<file path="src/sv/ndac_pkg.sv">
// Shared types, constants and helper functions for the decimal ASCII printer.
// Depends on nothing; every other file imports it.
package ndac_pkg;

	localparam int FRAC_BITS_DEF = 8;
	localparam int VAL_W         = 32;
	localparam int NDIG          = 10;
	localparam int BCD_W         = 4 * NDIG;
	localparam int DAB_STAGES    = 4;
	localparam int DAB_BITS      = VAL_W / DAB_STAGES;
	localparam int FD_W          = 7;
	localparam int IDX_W         = 4;

	localparam logic [31:0]     INT_SAT  = 32'd99999999;
	localparam logic [FD_W-1:0] FD_SCALE = 7'd100;

	localparam logic [7:0] CH_ZERO  = 8'h30;
	localparam logic [7:0] CH_MINUS = 8'h2d;
	localparam logic [7:0] CH_POINT = 8'h2e;

	typedef struct packed {
		logic              action;
		logic signed [31:0] value;
	} ndac_req_t;

	typedef struct packed {
		logic [7:0] character;
		logic       last;
	} ndac_res_t;

	typedef struct packed {
		logic             fixed;
		logic             neg;
		logic [FD_W-1:0]  fd;
		logic [BCD_W-1:0] bcd;
		logic [VAL_W-1:0] bin;
	} ndac_item_t;

	function automatic logic [BCD_W-1:0] dabble_step(input logic [BCD_W-1:0] bcd,
		input logic [DAB_BITS-1:0] bits);
		logic [BCD_W-1:0] b;
		b = bcd;
		for (int s = 0; s < DAB_BITS; s++) begin
			for (int n = 0; n < NDIG; n++) begin
				if (b[n*4 +: 4] >= 4'd5) begin
					b[n*4 +: 4] = b[n*4 +: 4] + 4'd3;
				end
			end
			b = {b[BCD_W-2:0], bits[DAB_BITS-1-s]};
		end
		return b;
	endfunction

	function automatic logic [3:0] fd_tens(input logic [FD_W-1:0] fd);
		logic [3:0] t;
		t = 4'd0;
		for (int k = 1; k < 10; k++) begin
			if (fd >= FD_W'(10 * k)) begin
				t = 4'(k);
			end
		end
		return t;
	endfunction

endpackage

</file>
<file path="src/sv/ndac_front.sv">
// Entry stage: magnitude, clamp, saturation and fraction digits, registered.
// Depends on ndac_pkg.
module ndac_front import ndac_pkg::*; #(
	parameter int FRAC_BITS = FRAC_BITS_DEF
) (
	input  logic       clk,
	input  logic       arst_n,
	input  logic       in_valid,
	input  ndac_req_t  req,
	output logic       in_ready,
	output logic       out_valid,
	output ndac_item_t out_item,
	input  logic       out_ready
);

	logic                   valid_s1;
	ndac_item_t             item_s1;
	ndac_item_t             item_d;
	logic [VAL_W-1:0]       raw;
	logic                   neg;
	logic [VAL_W-1:0]       mag;
	logic [VAL_W-1:0]       fv;
	logic [VAL_W-1:0]       ipart;
	logic [FRAC_BITS+6:0]   prod;

	always_comb begin
		raw   = VAL_W'(req.value);
		neg   = raw[VAL_W-1];
		mag   = neg ? (~raw + VAL_W'(1)) : raw;
		fv    = neg ? '0 : raw;
		ipart = fv >> FRAC_BITS;
		if (ipart > INT_SAT) begin
			ipart = INT_SAT;
		end
		prod  = (FRAC_BITS+7)'(fv[FRAC_BITS-1:0]) * (FRAC_BITS+7)'(FD_SCALE);
		item_d.fixed = req.action;
		item_d.neg   = !req.action && neg;
		item_d.fd    = req.action ? prod[FRAC_BITS+6:FRAC_BITS] : '0;
		item_d.bcd   = '0;
		item_d.bin   = req.action ? ipart : mag;
	end

	assign in_ready  = !valid_s1 || out_ready;
	assign out_valid = valid_s1;
	assign out_item  = item_s1;

	always_ff @(posedge clk or negedge arst_n) begin
		if (!arst_n) begin
			valid_s1 <= 1'b0;
		end else if (in_ready) begin
			valid_s1 <= in_valid;
		end
	end

	always_ff @(posedge clk) begin
		if (in_ready && in_valid) begin
			item_s1 <= item_d;
		end
	end

endmodule

</file>
<file path="src/sv/ndac_dabble.sv">
// One double-dabble stage: folds DAB_BITS binary bits into the BCD word.
// Depends on ndac_pkg.
module ndac_dabble import ndac_pkg::*; (
	input  logic       clk,
	input  logic       arst_n,
	input  logic       in_valid,
	input  ndac_item_t in_item,
	output logic       in_ready,
	output logic       out_valid,
	output ndac_item_t out_item,
	input  logic       out_ready
);

	logic       valid_sn;
	ndac_item_t item_sn;

	assign in_ready  = !valid_sn || out_ready;
	assign out_valid = valid_sn;
	assign out_item  = item_sn;

	always_ff @(posedge clk or negedge arst_n) begin
		if (!arst_n) begin
			valid_sn <= 1'b0;
		end else if (in_ready) begin
			valid_sn <= in_valid;
		end
	end

	always_ff @(posedge clk) begin
		if (in_ready && in_valid) begin
			item_sn.fixed <= in_item.fixed;
			item_sn.neg   <= in_item.neg;
			item_sn.fd    <= in_item.fd;
			item_sn.bcd   <= dabble_step(in_item.bcd, in_item.bin[VAL_W-1 -: DAB_BITS]);
			item_sn.bin   <= in_item.bin << DAB_BITS;
		end
	end

endmodule

</file>
<file path="src/sv/ndac_ser.sv">
// Character serialiser: one ASCII beat per cycle from a converted number.
// Depends on ndac_pkg.
module ndac_ser import ndac_pkg::*; (
	input  logic       clk,
	input  logic       arst_n,
	input  logic       in_valid,
	input  ndac_item_t in_item,
	output logic       in_ready,
	output logic       strobe,
	output ndac_res_t  result
);

	typedef enum logic [2:0] {S_IDLE, S_SIGN, S_DIG, S_POINT, S_TENS, S_UNITS} state_t;

	state_t           state_q;
	logic [BCD_W-1:0] bcd_q;
	logic             fixed_q;
	logic [IDX_W-1:0] idx_q;
	logic [3:0]       tens_q;
	logic [3:0]       units_q;
	logic             strobe_q;
	ndac_res_t        result_q;

	logic             finishing;
	logic             load;
	logic [IDX_W-1:0] top_idx;
	logic [3:0]       tens_d;
	logic [3:0]       cur_dig;

	always_comb begin
		top_idx = '0;
		for (int i = 0; i < NDIG; i++) begin
			if (in_item.bcd[i*4 +: 4] != 4'd0) begin
				top_idx = IDX_W'(i);
			end
		end
		tens_d  = fd_tens(in_item.fd);
		cur_dig = bcd_q[idx_q*4 +: 4];
	end

	assign finishing = (state_q == S_UNITS) ||
		(state_q == S_DIG && idx_q == '0 && !fixed_q);
	assign in_ready  = (state_q == S_IDLE) || finishing;
	assign load      = in_ready && in_valid;
	assign strobe    = strobe_q;
	assign result    = result_q;

	always_ff @(posedge clk or negedge arst_n) begin
		if (!arst_n) begin
			state_q  <= S_IDLE;
			strobe_q <= 1'b0;
		end else begin
			strobe_q <= (state_q != S_IDLE);
			case (state_q)
				S_SIGN: begin
					result_q <= '{character: CH_MINUS, last: 1'b0};
					state_q  <= S_DIG;
				end
				S_DIG: begin
					result_q <= '{character: 8'(CH_ZERO + 8'(cur_dig)),
						last: !fixed_q && idx_q == '0};
					if (idx_q != '0) begin
						idx_q <= idx_q - IDX_W'(1);
					end else if (fixed_q) begin
						state_q <= S_POINT;
					end else if (!load) begin
						state_q <= S_IDLE;
					end
				end
				S_POINT: begin
					result_q <= '{character: CH_POINT, last: 1'b0};
					state_q  <= S_TENS;
				end
				S_TENS: begin
					result_q <= '{character: 8'(CH_ZERO + 8'(tens_q)), last: 1'b0};
					state_q  <= S_UNITS;
				end
				S_UNITS: begin
					result_q <= '{character: 8'(CH_ZERO + 8'(units_q)), last: 1'b1};
					if (!load) begin
						state_q <= S_IDLE;
					end
				end
				default: begin
					if (!load) begin
						state_q <= S_IDLE;
					end
				end
			endcase
			if (load) begin
				bcd_q   <= in_item.bcd;
				fixed_q <= in_item.fixed;
				idx_q   <= top_idx;
				tens_q  <= tens_d;
				units_q <= 4'(in_item.fd - FD_W'(7'd10 * FD_W'(tens_d)));
				state_q <= in_item.neg ? S_SIGN : S_DIG;
			end
		end
	end

endmodule

</file>
<file path="src/sv/number_to_decimal_ascii_core.sv">
// Top level of the decimal ASCII printer: entry stage, four dabble stages, serialiser.
// Depends on ndac_pkg, ndac_front, ndac_dabble and ndac_ser.
//
//  channel  | handshake            | payload
//  ---------+----------------------+---------------------------
//  request  | start / busy         | ndac_req_t (action, value)
//  result   | strobe, one cycle    | ndac_res_t (character, last)
//
// Each number yields 1 to 11 character beats, one per cycle; the serialiser sets
// the rate, and it can load the next number while it prints the last beat of one.
// Before its first character, a number passes the entry stage, the dabble stages and the serialiser load.
// Reset clears all valid bits and the serialiser state; no clearing pass.
// Results cannot be held off; busy rises when the pipeline backs up behind the
// serialiser.
module number_to_decimal_ascii_core import ndac_pkg::*; #(
	parameter int FRAC_BITS = FRAC_BITS_DEF
) (
	input  logic      clk,
	input  logic      arst_n,
	input  logic      start,
	input  ndac_req_t request,
	output logic      busy,
	output logic      strobe,
	output ndac_res_t result
);

	logic       front_ready;
	logic       v   [DAB_STAGES+1];
	ndac_item_t it  [DAB_STAGES+1];
	logic       rdy [DAB_STAGES+1];

	ndac_front #(.FRAC_BITS(FRAC_BITS)) u_front (
		.clk       (clk),
		.arst_n    (arst_n),
		.in_valid  (start),
		.req       (request),
		.in_ready  (front_ready),
		.out_valid (v[0]),
		.out_item  (it[0]),
		.out_ready (rdy[0])
	);

	for (genvar g = 0; g < DAB_STAGES; g++) begin : g_dab
		ndac_dabble u_dab (
			.clk       (clk),
			.arst_n    (arst_n),
			.in_valid  (v[g]),
			.in_item   (it[g]),
			.in_ready  (rdy[g]),
			.out_valid (v[g+1]),
			.out_item  (it[g+1]),
			.out_ready (rdy[g+1])
		);
	end

	ndac_ser u_ser (
		.clk      (clk),
		.arst_n   (arst_n),
		.in_valid (v[DAB_STAGES]),
		.in_item  (it[DAB_STAGES]),
		.in_ready (rdy[DAB_STAGES]),
		.strobe   (strobe),
		.result   (result)
	);

	assign busy = !front_ready;

	a_run_contiguous: assert property (@(posedge clk) disable iff (!arst_n)
		strobe && !result.last |=> strobe)
		else $error("character run broken before its last beat");

	a_accept_enters: assert property (@(posedge clk) disable iff (!arst_n)
		start && !busy |=> v[0])
		else $error("accepted request did not enter the entry stage");

	a_char_legal: assert property (@(posedge clk) disable iff (!arst_n)
		strobe |-> ((result.character >= CH_ZERO && result.character <= 8'h39) ||
			result.character == CH_MINUS || result.character == CH_POINT))
		else $error("illegal character on result");

endmodule

</file>
<file path="config.mk">
export PLATFORM = sky130hd
export DESIGN_NAME = number_to_decimal_ascii_core
export DESIGN_NICKNAME = d
export VERILOG_FILES = /design/src/sv/ndac_pkg.sv /design/src/sv/ndac_front.sv /design/src/sv/ndac_dabble.sv /design/src/sv/ndac_ser.sv /design/src/sv/number_to_decimal_ascii_core.sv
export SDC_FILE = /design/constraint.sdc
export NUM_CORES = 1
export LEC_CHECK = 0
export BUFFER_PORTS_ARGS = -buffer_cell sky130_fd_sc_hd__buf_4
export CAP_MARGIN = 20
export CELL_PAD_IN_SITES_DETAIL_PLACEMENT = 2
export CELL_PAD_IN_SITES_GLOBAL_PLACEMENT = 2
export CORE_MARGIN = 3
export CORE_UTILIZATION = 41
export CTS_BUF_LIST = sky130_fd_sc_hd__clkbuf_4 sky130_fd_sc_hd__clkbuf_8 sky130_fd_sc_hd__clkbuf_16
export CTS_CLUSTER_DIAMETER = 120
export CTS_CLUSTER_SIZE = 30
export DETAILED_ROUTE_END_ITERATION = 10
export PLACE_DENSITY_LB_ADDON = 0.1
export SYNTH_ARGS = -nofsm -noshare
export SYNTH_HDL_FRONTEND = slang
export SYNTH_SLANG_ARGS = --single-unit
</file>
<file path="constraint.sdc">
create_clock -name clk -period 10 [get_ports clk]
set_input_delay 0.5 -clock clk [delete_from_list [all_inputs] [get_ports clk]]
set_output_delay 0.5 -clock clk [all_outputs]
set_load 0.1 [all_outputs]
</file>
== Word-level counts from Yosys, hierarchy flattened ==
Cells that the tools add are included.

* Bits in registers: 356
* Input port bits: 36
* Output and inout bits: 11

* Add/sub/neg operators: 281
* Multipliers: 2
* Magnitude comparators: 285
* Equal/unequal tests: 6
* Shift operators: 1
* Muxes and demuxes: 544
* Bitwise operators: 1
* Reductions and logical operators: 44

{| class="wikitable"
|+ Operators with widths
! kind !! count
|-
| $mux 4 || 481
|-
| $ge 4x3->1 const B || 275
|-
| $add 4x2->4 const B || 251
|-
| $mux 3 || 51
|-
| $add 3x2->3 const B || 24
|-
| $mux 32 || 2
|-
| $pmux 9 s5 || 1
|-
| $reduce_bool 4->1 || 10
|-
| $shiftx 40x7->4 || 1
|-
| $add 32x1->32 const B || 1
|-
| $not 32->32 || 1
|-
| $mux 31 || 1
|-
| $gt 24x27->1 const B || 1
|-
| $mux 27 || 1
|-
| $add 6x4->7 const A || 3
|-
| $ge 7x6->1 const B || 3
|-
| $ge 7x7->1 const B || 3
|-
| $ge 7x5->1 const B || 2
|-
| $mul 8x5->13 const B || 1
|-
| $pmux 3 s4 || 1
|-
| $logic_and 1x1->1 || 10
|-
| $logic_not 1->1 || 8
|-
| $mux 2 || 4
|-
| $ge 7x4->1 const B || 1
|-
| 16 further kinds || 27
|}

== Depth between registers and ports, before layout ==
* Depth after elaboration: 31
* Gate-level depth with buffers: 39

== Hierarchy ==
A second synthesis with hierarchy kept.

* Cell total of the unflattened synthesis: 7367
* Area total of the unflattened synthesis: 59498.3 µm²

{| class="wikitable"
|+ Modules (own cells, without submodules)
! module !! instances !! cells each !! area an instance (µm²)
|-
| ndac_dabble || 4 || 1701 || 13230.2
|-
| ndac_front || 1 || 342 || 3514.6
|-
| ndac_ser || 1 || 220 || 3059.2
|-
| number_to_decimal_ascii_core || 1 || 1 || 3.8
|}

== Worst setup path after synthesis ==
No wires, ideal clock.

* Path kind: register to register
* Start point: register g_dab[1].u_dab.item_sn, in the netlist g_dab[1].u_dab.out_item[48]
* End point: register g_dab[2].u_dab.item_sn, in the netlist g_dab[2].u_dab.out_item[57], data pin
* Library setup time: 258 ps
* Arrival time: 7334 ps
* Setup slack: 2408 ps
* Stages on the path, launching flop included: 39
* Clock period less this slack: 7592 ps
* Cell sequence: edfxtp_1 inv_1 ha_1 buf_2 nand2b_1 a21oi_1 mux2i_1 nand2_1 xnor2_1 nand2_1 ha_1 a21oi_1 xnor2_1 xor2_1 inv_1 ha_1 o21ai_0 o2111ai_1 [3 not listed] clkbuf_1 xnor2_1 nand2b_1 ha_1 a21o_1 xnor3_1 inv_1 ha_1 nor3_1 o211ai_1 and3_1 buf_1 nor2_1 o31ai_1 a32o_1 o31a_1 o311a_1 xnor2_1

* Longest elaborated chain between the ends: 23

{| class="wikitable"
|+ RTL lines
! what !! RTL line !! RTL
|-
| start: declaration || ndac_dabble.sv:15 || <nowiki>ndac_item_t item_sn;</nowiki>
|-
| $add 4x2->4 / $ge 4x3->1 (equally long branches) || ndac_pkg.sv:46, ndac_pkg.sv:45 ||
|-
| $mux 4 (*) || ndac_pkg.sv:45 || <nowiki>if (b[n*4 +: 4] >= 4'd5) begin</nowiki>
|-
| $mux 4 (*) || ndac_dabble.sv:30 || <nowiki>if (in_ready && in_valid) begin</nowiki>
|-
| $add 4x2->4 / $ge 4x3->1 (equally long branches) || ndac_pkg.sv:46, ndac_pkg.sv:45 ||
|-
| $mux 4 || ndac_pkg.sv:45 ||
|-
| $mux 4 || ndac_dabble.sv:30 ||
|-
| $add 4x2->4 / $ge 4x3->1 (equally long branches) || ndac_pkg.sv:46, ndac_pkg.sv:45 ||
|-
| $mux 4 || ndac_pkg.sv:45 ||
|-
| [7 not listed] || -- ||
|-
| $add 4x2->4 / $ge 4x3->1 (equally long branches) || ndac_pkg.sv:46, ndac_pkg.sv:45 ||
|-
| $mux 4 || ndac_pkg.sv:45 ||
|-
| $mux 4 || ndac_dabble.sv:30 ||
|-
| $add 4x2->4 / $ge 4x3->1 (equally long branches) || ndac_pkg.sv:46, ndac_pkg.sv:45 ||
|-
| $mux 4 || ndac_pkg.sv:45 ||
|-
| $mux 4 || ndac_dabble.sv:30 ||
|-
| $add 4x2->4 / $ge 4x3->1 (equally long branches) || ndac_pkg.sv:46, ndac_pkg.sv:45 ||
|-
| $mux 4 (*) || ndac_pkg.sv:45 ||
|-
| end: declaration || ndac_dabble.sv:15 ||
|}

Every way passes the cells marked *; elsewhere a longest branch is shown, timed or not. The select of a mux whose other input is x is not followed.
A chain may end at the register's enable or synchronous reset.

== Final worst setup path ==
Ends and elaborated chain as after synthesis.

==> out/metrics.csv <==
stage,metric,value,unit
status,status,"complete, no violations",
floorplan,die_w,285,um
yosys,async_flop_share,0.0305,
place,dp_hpwl,75500,um
drt,ant_nets,0,
drt,first_iter_violations,1134,
worst_setup_path,crit_type,flop to flop,
worst_setup_path,cp_common_cell,ha_1,
place,port_buffers,43,
clock_tree,clkSinkCount,295,
cells_and_area,layout.nets,3932,
worst_setup_path,cp-start-kind,flop,
job,maxCapViolations,0,
worst_setup_path,crit_required,10.31,ns
cells_and_area,n_antenna_cell,0,
yosys,synth.most_common_cell,nor2_1,
place,placed_area,33100,um2
timing,tightest_slew,1.05,ns
global_routing,grt.total_usage,0.231,
drt,met1_length,41300,um
worst_setup_path,endpoint_kind,flop,
timing,setup_tns,0,ns
yosys,synth_flop_cell,edfxtp_1,
floorplan,die_area,81100,um2
cells_and_area,syn2layout_area_growth,5.91,%
place,gp_congestion,0.807,
worst_setup_path,cp-endpoint,g_dab[2].u_dab.out_item[57]$_DFFE_PP_,
yosys,synth_area_per_cell,8.46,um2
floorplan,ios,47,
yosys,netlist_area,31900,um2
yosys,seq_area_frac_synth,0.277,
yosys,synthTopCellsByArea,"edfxtp_1, ha_1, mux2i_1, a21oi_1, nor2_1",
drt,wl,95500,um
timing,rsz0062_at_grt,no,
global_routing,grt_max_degree,58,
clock_tree,path_clk_slew,0.11,ns
worst_setup_path,cpPeakStageDelay,0.56,ns
cells_and_area,final_area,33700,um2
timing,post-route-period-util,0.892,
worst_setup_path,timing.rr.start,g_dab[1].u_dab.out_item[48]$_DFFE_PP_,
drt,dr_wl_met2,51400,um
timing,timing.final.hold_violations,0,
drt,wl_met3,1280,um
worst_setup_path,arrival,9.23,ns
clock_tree,tritoncts,done,
clock_tree,clk_latency,0.58,ns
yosys,yosysTopAreaCell,edfxtp_1,
drt,avgViaCountPerCell,6.14,
timing,slew_headroom,0.296,
yosys,synth_top_area_frac,0.270,
floorplan,die_y,285,um
hold_path,worstHoldPathType,input port to flop,
worst_setup_path,critPathSlowestCell,xnor3_1,
timing,whs,0.131,ns
yosys,synth_cell_type_count,135,
timing,finalClockSkew,0.0601,ns
worst_setup_path,r2r-end,g_dab[2].u_dab.out_item[57]$_DFFE_PP_,
yosys,synth_edf_count,286,
worst_setup_path,reg2reg_depth,35,
floorplan,coreArea,76500,um2
yosys,ys_ff_latch,295,
cells_and_area,drive_gt1_frac,0.0943,
timing,timing.fmax,0.112,GHz
yosys,synthCells,3767,
worst_setup_path,rrSetupSlack,1.08,ns
drt,via_count,29300,
worst_setup_path,crit_start,g_dab[1].u_dab.out_item[48]$_DFFE_PP_,
timing,report.final.setup_viol,0,
global_routing,grt_overflow,0,
yosys,ys_top_cells_by_count,"nor2_1, nand2_1, edfxtp_1",
drt,dr.pass1.iters,5,
timing,drv_slew,0,
clock_tree,root_buffer,clkbuf_16,
clock_tree,h-tree-depth,1,
drt,drc,0,
clock_tree,clock_path_buffers,3,
global_routing,grt_pass1_wl,163000,um
clock_tree,cts_buffers,17,
yosys,synth_warnings,0,
worst_setup_path,crit_path_max_fanout,9,
timing,post-route-min-period,8.92,ns
floorplan,initial_core_util,0.417,
global_routing,antenna_found_initial,0,
drt,top_layer_used,met4,
global_routing,grt_pass1_vias,31800,
drt,wl_per_cell,20.1,um
floorplan,rows,101,
[registers in the layout (all words and copies together), names as in the netlist]
signal and cells:
u_ser.strobe 1, u_ser.idx_q 4, u_ser.units_q 4, u_ser.result 6
g_dab.u_dab.out_item 186, u_front.out_valid 1, g_dab.u_dab.out_valid 4, u_ser.bcd_q 40
u_ser.fixed_q 1, u_ser.tens_q 4, u_ser.state_q 3, u_front.out_item 41
[area by class of cell]
class	instances	area, um2
clock inverters	8	150
repair buffers	61	485
inverters	219	822
multi-input cells	3131	21700
well taps	1030	1290
fillers	8485	42700
clock buffers	20	454
flip-flops and latches	295	8810
[per-layer routing]
layer  track usage  up-vias
met5             0        -
met4        0.0455        0
met2         0.449      179
met3        0.0157       87
li1              -    14300
met1         0.276    14700
[cells by family after synthesis]
logic type / count (synthesis) / synth area share
AO/OA/AOI/OAI: 1347 / 0.302
AND/OR/NAND/NOR: 1277 / 0.202
buffers and inverters: 342 / 0.0425
flip-flops: 295 / 0.277
multiplexers: 206 / 0.0725
adder cells (fa/ha/maj): 180 / 0.0707
XOR/XNOR: 118 / 0.0340
other: 2 / 0.000236
[metrics by stage]
step           utilization  std cells  setup slack (ns)
6_report             0.441       4764              1.08
3_5_place_dp         0.432       4730              1.08
3_3_place_gp         0.432       4730              1.68
5_1_grt              0.441       4764            0.0221
4_1_cts              0.440       4759              1.02
2_1_floorplan            -       3768              2.41
[how the worst min path moves through the flow]
stage	slack [ns]	from	to	cells after the start
finish	0.13	start	u_front.out_valid$_DFFE_PN0N_	2
global route	0.11	start	u_front.out_valid$_DFFE_PN0N_	2
CTS	0.09	start	u_front.out_valid$_DFFE_PN0N_	2
detailed placement	0.36	arst_n	u_ser.strobe$_DFF_PN0_	1
global placement	0.36	arst_n	u_ser.strobe$_DFF_PN0_	1
floorplan	0.20	arst_n	g_dab[0].u_dab.out_valid$_DFFE_PN0P_	0
[layout by cell type, fill, tap and decap left out, types with 61 or more instances in the layout]
| cell | n |
|---|---|
| nor2_1 | 314 |
| nand2_1 | 291 |
| edfxtp_1 | 286 |
| a21oi_1 | 251 |
| o21ai_0 | 232 |
| inv_1 | 205 |
| ha_1 | 168 |
| mux2i_1 | 127 |
| nor3_1 | 111 |
| nand3_1 | 89 |
| nand2b_1 | 77 |
| a211oi_1 | 76 |
| xnor2_1 | 74 |
| o22ai_1 | 66 |
| mux2_2 | 61 |
[worst max-delay path: cells and delay by family, from the launching register on]
kind / cells / cell delay (ns)
compound gates: 12 / 2.63
xor+xnor: 6 / 1.83
fa+ha+maj: 5 / 1.35
buf+inv: 3 / 0.32
flops: 1 / 0.52
mux: 1 / 0.45
simple gates: 8 / 1.58
[timing repair]
| action | 4_1_cts | 5_1_grt |
|---|---|---|
| hold buffers | 1 | 0 |
| endpoints found under the hold margin | 9 | 0 |
| buffers inserted | 0 | 0 |
| endpoints found under the setup margin | 0 | 1 |
| gates resized for setup | 0 | 1 |
Power is left out: the tool's default activity adds up to more than one toggle a clock period on the data nets, which glitch-free logic cannot reach.
